**src/stch_pkg.sv**
```systemverilog
// Package for the triangle L2 texture stretch block: widths, operation and state codes,
// and the command and status structs between the controller and the datapath.
// It depends on nothing else.
package stch_pkg;

  localparam int COORD_W   = 32;
  localparam int FRAC_BITS = 16;
  localparam int AREA_W    = 48;
  localparam int DIFF_W    = COORD_W + 1;
  localparam int PROD_W    = 2 * DIFF_W + 1;
  localparam int SQ_W      = 2 * PROD_W + 1;
  localparam int NUM_W     = SQ_W + AREA_W;
  localparam int QUO_W     = 64;
  localparam int SH_W      = SQ_W + QUO_W;
  localparam int CNT_W     = $clog2(QUO_W);

  localparam int CFG_ADDR_W  = 4;
  localparam int CFG_DATA_W  = 64;
  localparam int CFG_IDX_BIT = 3;
  localparam logic CFG_REG_THR = 1'b0;

  typedef enum logic [3:0] {
    OP_D0, OP_D1, OP_NS0, OP_NS1, OP_NT0, OP_NT1, OP_SQS, OP_SQT, OP_DEN, OP_NUM
  } op_e;

  typedef enum logic [2:0] {
    ST_IDLE, ST_START, ST_MUL, ST_RET, ST_DECIDE, ST_DIVINIT, ST_DIV, ST_OUT
  } state_e;

  typedef struct packed {
    logic       store;
    logic [1:0] phase;
    logic       mul_start;
    op_e        op;
    logic [1:0] axis;
    logic       retire;
    logic       decide;
    logic       div_init;
    logic       div_step;
    logic       out_load;
  } cmd_t;

  typedef struct packed {
    logic mul_done;
    logic normal;
    logic out_free;
  } status_t;

endpackage

```
**src/stch_ctrl.sv**
```systemverilog
// Controller state machine: vertex phase, operation sequence and divider step count.
// It depends on stch_pkg and drives the datapath through cmd_t.
module stch_ctrl (
  input  logic              clk_i,
  input  logic              rst_ni,
  input  logic              in_valid_i,
  input  stch_pkg::status_t status_i,
  output logic              in_ready_o,
  output stch_pkg::cmd_t    cmd_o
);
  import stch_pkg::*;

  state_e            state_q, state_d;
  op_e               op_q, op_d;
  logic [1:0]        axis_q, axis_d;
  logic [1:0]        phase_q, phase_d;
  logic [CNT_W-1:0]  cnt_q, cnt_d;

  always_ff @(posedge clk_i or negedge rst_ni) begin
    if (!rst_ni) begin
      state_q <= ST_IDLE;
      op_q    <= OP_D0;
      axis_q  <= '0;
      phase_q <= '0;
      cnt_q   <= '0;
    end else begin
      state_q <= state_d;
      op_q    <= op_d;
      axis_q  <= axis_d;
      phase_q <= phase_d;
      cnt_q   <= cnt_d;
    end
  end

  always_comb begin
    state_d = state_q;
    op_d    = op_q;
    axis_d  = axis_q;
    phase_d = phase_q;
    cnt_d   = cnt_q;
    case (state_q)
      ST_IDLE: begin
        if (in_valid_i) begin
          if (phase_q >= 2'd2) begin
            phase_d = '0;
            op_d    = OP_D0;
            state_d = ST_START;
          end else begin
            phase_d = phase_q + 2'd1;
          end
        end
      end
      ST_START: state_d = ST_MUL;
      ST_MUL: begin
        if (status_i.mul_done) begin
          state_d = ST_RET;
        end
      end
      ST_RET: begin
        state_d = ST_START;
        case (op_q)
          OP_D1: state_d = ST_DECIDE;
          OP_SQT: begin
            if (axis_q == 2'd2) begin
              op_d = OP_DEN;
            end else begin
              axis_d = axis_q + 2'd1;
              op_d   = OP_NS0;
            end
          end
          OP_NUM: state_d = ST_DIVINIT;
          default: op_d = op_e'(op_q + 4'd1);
        endcase
      end
      ST_DECIDE: begin
        if (status_i.normal) begin
          op_d    = OP_NS0;
          axis_d  = '0;
          state_d = ST_START;
        end else begin
          state_d = ST_OUT;
        end
      end
      ST_DIVINIT: begin
        cnt_d   = '1;
        state_d = ST_DIV;
      end
      ST_DIV: begin
        cnt_d = cnt_q - 1'b1;
        if (cnt_q == '0) begin
          state_d = ST_OUT;
        end
      end
      ST_OUT: begin
        if (status_i.out_free) begin
          state_d = ST_IDLE;
        end
      end
      default: state_d = ST_IDLE;
    endcase
  end

  always_comb begin
    cmd_o       = '0;
    cmd_o.op    = op_q;
    cmd_o.axis  = axis_q;
    cmd_o.phase = phase_q;
    in_ready_o  = 1'b0;
    case (state_q)
      ST_IDLE: begin
        in_ready_o  = 1'b1;
        cmd_o.store = in_valid_i;
      end
      ST_START:   cmd_o.mul_start = 1'b1;
      ST_RET:     cmd_o.retire    = 1'b1;
      ST_DECIDE:  cmd_o.decide    = 1'b1;
      ST_DIVINIT: cmd_o.div_init  = 1'b1;
      ST_DIV:     cmd_o.div_step  = 1'b1;
      ST_OUT:     cmd_o.out_load  = status_i.out_free;
      default:    cmd_o.out_load  = 1'b0;
    endcase
  end

endmodule

```
**config.mk**
```make
export PLATFORM = sky130hd
export DESIGN_NAME = stch_ctrl
export DESIGN_NICKNAME = d
export VERILOG_FILES = /design/src/stch_pkg.sv /design/src/stch_ctrl.sv
export SDC_FILE = /design/constraint.sdc
export NUM_CORES = 1
export LEC_CHECK = 0
export ABC_AREA = 0
export ABC_CLOCK_PERIOD_IN_PS = 4450
export BUFFER_PORTS_ARGS = -buffer_cell sky130_fd_sc_hd__buf_2
export CAP_MARGIN = 20
export CORE_AREA = 3 3 60 46
export CTS_CLUSTER_DIAMETER = 80
export CTS_CLUSTER_SIZE = 24
export DETAILED_ROUTE_END_ITERATION = 8
export DIE_AREA = 0 0 63 49
export GPL_TIMING_DRIVEN = 1
export PLACE_DENSITY = 0.75
export SYNTH_ARGS = -nofsm -noshare
export SYNTH_HDL_FRONTEND = slang
export SYNTH_SLANG_ARGS = --single-unit
```
**constraint.sdc**
```tcl
create_clock -name clk_i -period 4.45 [get_ports clk_i]
set_clock_uncertainty 0.05 [all_clocks]
set_input_delay 0.89 -clock clk_i [delete_from_list [all_inputs] [get_ports clk_i]]
set_output_delay 0.89 -clock clk_i [all_outputs]
set_load 0.02 [all_outputs]
```
Yosys cells after proc, flatten, opt, wreduce, memory -nomap -nowiden:

Index checks and enable logic that the tools add are counted.
W data, S select, Z words.

* add/subtract/negate cells: 4
* multiply operators: 0
* div/mod/pow operators: 0
* $lt $le $gt $ge: 1
* eq/ne operators: 20
* shift-type cells: 0
* muxes and demuxes: 28
* bitwise logic cells: 0
* reductions and logical operators: 10

Operator list (count)
* $pmux W3 S8: 1
* $mux W3: 6
* $ne A2 B2 Y1 const B: 9
* $mux W4: 4
* $eq A3 B3 Y1 const B: 4
* $pmux W4 S3: 1
* $pmux W6 S2: 1
* $reduce_and A5 Y1: 2
* $mux W1: 8
* $mux W2: 4
* $pmux W4 S2: 1
* $eq A3 B2 Y1 const B: 2
* $logic_not A6 Y1: 1
* $pmux W3 S2: 1
* $sub A6 B1 Y6 const B: 1
* $add A2 B1 Y2 const B: 2
* $add A4 B1 Y4 const B: 1
* $eq A4 B1 Y1 const B: 1
* $eq A4 B3 Y1 const B: 1
* $eq A4 B4 Y1 const B: 1
* $pmux W2 S2: 1
* $reduce_and A4 Y1: 1
* $reduce_bool A2 Y1: 2
* $eq A3 B1 Y1 const B: 1
* 6 further kinds: 6

* flip-flop bits (word level): 17
* bits in latches: 0
* RAM bits: 0
* memory bits (read-only): 0
* input port bits: 6
* output and inout bits: 16
* word-level logic and storage cells: 68
* memories kept: 0

Depth between registers and ports, before layout:

* word-level depth: 4
* mapped depth: 6
* gate-level depth less buffers: 6

Worst setup path before layout:

No wires, ideal clock.

* path type: reg-to-output
* start: reg state_q[0]
* end: out cmd_o[14] in the netlist's numbering
* arrival time: 1.551 ns
* data required time: 3.510 ns
* path slack: 1.959 ns
* cell stages (with the launch flop): 5
* buffers on the path: 1
* cell sequence: dfrtp_1 buf_2 nor3_1 nand2_1 inv_1

RTL lines
* from (decl): RTL line stch_ctrl.sv:13 `state_e state_q, state_d;`
* from (signal assigned): RTL line stch_ctrl.sv:27 `state_q <= state_d;`
* to (decl): RTL line stch_ctrl.sv:9 `output stch_pkg::cmd_t cmd_o`

==> results.yml <==
placed_design:
  routabilityCongestion: 0.794
  placed_cells: 156
  hpwl_um: 1670
  pre_cts_ws_ps: 2140
  placed_area_um2: 1130
  io_buffers: 21
synth:
  synthArstFlopShare: 1.00
  synth_top_area_share: 0.416
  ys.flop_type: "dfrtp_1"
  yosys_warnings: 0
  syn_nets: 120
  synth_area_leaders: "dfrtp_1 42%, nand2_1 5.1%, ha_1 4.9%"
  syn_area_per_cell_um2: 9.29
  syn_inst: 110
  syn_area_um2: 1020
  synth_edf_count: 0
  ys_seq_area_frac: 0.416
  yosys.area.top_type: "dfrtp_1"
  yosys_register_bits: 17
  synth_cell_types: 32
clocking:
  cts_tree: "done"
  clkSinkCount: 17
  clk-insertion-delay-late_ps: 300
  hold_buffers: 0
  post_cts_resize_count: 0
  root_buffer: "clkbuf_4"
  cts_buffer_depth: 2
  htree_num_levels: 1
  cts_setup_buffers: 0
  numCtsBuffers: 3
  path_clk_slew_ps: 110
pwr:
  swShare: 0.487
  comb_power_share: 0.473
  p_leak_nw: 0.567
  p_switching_mw: 0.407
  p_per_area_nw_per_um2: 725
  p_int_mw: 0.429
  ir_worst_vdd_mv: 0.325
  power.share.sequential: 0.427
  clkPwrFrac: 0.101
setup_path:
  crit_path_max_incr_delay_ps: 650
  worstSetupPathType: "flip-flop to output port"
  worstPathArrival_ps: 1610
  critPathRequiredTime_ps: 3510
  critPathMaxFanout: 18
  reg2reg_setup_slack_ps: 2650
  start_kind: "flip-flop"
  end_kind: "output port"
  critPathSlowestCell: "dfrtp_1"
  path_cells: "and3b_1, buf_2"
drt:
  ant_nets: 0
  drt_wl_total_um: 2190
  num_vias: 872
  first_pass_iters: 4
  wl_per_cell_um: 13.7
  drt_iter0_markers: 17
  via_per_inst: 5.45
  drc: 0
floorplanning:
  dieArea_um2: 3090
  start_util: 0.474
  die_h_um: 49
  ios: 22
  die_w_um: 63
  fp-row-count: 14
  core_um2: 2150
timing:
  finalSetupTns_ps: 0
  slew_headroom: 0.685
  fmax_mhz: 393
  hold_violations: 0
  finalCritPeriodShare: 0.572
  setup_slack_ps: 1900
  setup_viol: 0
  period_needed_ps: 2550
  slew_viol_final: 0
  worst_pin_slew_ps: 472
  rsz0062_at_grt: "false"
final_layout:
  n_antenna_cell: 0
  nFillCells: 190
  mostFrequentLayoutCells: "21 x buf_2, 17 x dfrtp_1, 14 x nand2_1"
  final_common_cell: "buf_2"
  fin_area_um2: 1150
  fin_cells: 160
  drive_above_1_share: 0.234
  final_nets: 139
  syn_to_final_growth_pct: 12.9
flow_run:
  maxCapViolations: 0
grt:
  grt_util_all_layers: 0.158
  grt_max_degree: 19
  grt_pass1_wl_um: 3880
  grt_pass1_vias: 833
  antenna_found_initial: 0
  grt-ovfl-total: 0
status:
  outcome: "completed"
min_path:
  min_path_type: "input pin to asynchronous set/reset pin"
[final cells by class]
type / count / area (um2) / share of cell area
multi-input combinational: 78 / 526 / 0.456
sequential: 17 / 425 / 0.369
timing repair buffer: 21 / 105 / 0.0911
tap: 32 / 40.0 / 0.0347
inverter: 8 / 30.0 / 0.0260
clock buffer: 3 / 22.5 / 0.0195
clock inverter: 1 / 5.00 / 0.00434
[worst paths after layout]
kind                       cells after the start         end        from
max                                            2    cmd_o[1]  state_q[2]
min                                            1    cnt_q[4]      rst_ni
max reg2reg                                    4    cnt_q[5]  state_q[2]
min reg2reg                                    1    cnt_q[4]    cnt_q[4]
max in group asynchronous                      1  phase_q[0]      rst_ni
min in group clk_i                             1    cnt_q[4]    cnt_q[4]
[worst max-delay path: cells and delay by family, from the launching register on]
kind	cells	cell delay [ps]
flip-flops	1	650
AND/OR/NAND/NOR	1	420
buffers and inverters	1	230
[synthesized netlist by cell type (2+ instances only)]
cell	n
a31oi_1	5
clkbuf_1	2
a211oi_1	4
nor3b_1	2
and3b_1	4
ha_1	4
buf_2	3
nand3_1	3
a21oi_1	7
mux2i_1	4
nor2_1	3
inv_1	8
nand2_1	14
o21ai_0	5
nor4_1	2
nor3_1	8
dfrtp_1	17
[sequential cells by signal, indices dropped and copies added (netlist names)]
| signal | count |
|---|---|
| cnt_q | 6 |
| axis_q | 2 |
| phase_q | 2 |
| state_q | 3 |
| op_q | 4 |
[power groups by stage]
stage	Clock (mW)	Combinational, mW	Sequential, mW
6_report	0.0844	0.395	0.357
2_1_floorplan	0	0.307	0.340
3_3_place_gp	0	0.381	0.349
3_5_place_dp	0	0.397	0.358
4_1_cts	0.0859	0.397	0.355
5_1_grt	0.0941	0.443	0.376
[cell families after synthesis]
kind of cell | after synthesis | synth area share
and+or+nand+nor | 43 | 0.247
DFF | 17 | 0.416
AOI/OAI and AO/OA | 26 | 0.164
buffers and inverters | 15 | 0.0698
adders and majority gates | 4 | 0.0490
muxes | 5 | 0.0539
[through the flow]
| stage | hold slack [ps] | util | total power, mW |
|---|---|---|---|
| finish | 443 | 0.535 | 0.836 |
| global route | 454 | 0.535 | 0.913 |
| CTS | 455 | 0.535 | 0.838 |
| detailed placement | 438 | 0.523 | 0.755 |
| global placement | 431 | 0.523 | 0.731 |
| floorplan | 408 | - | 0.647 |
[layer usage]
metal	track usage	share of wire	vias up	routed length, um
met4	0.0586	0.010	0	22
met3	0.0461	0.055	5	120
met5	0	0	-	0
met1	0.209	0.47	407	1030
met2	0.243	0.47	30	1020
li1	-	-	430	-
Power figures use the tool's default switching activity.
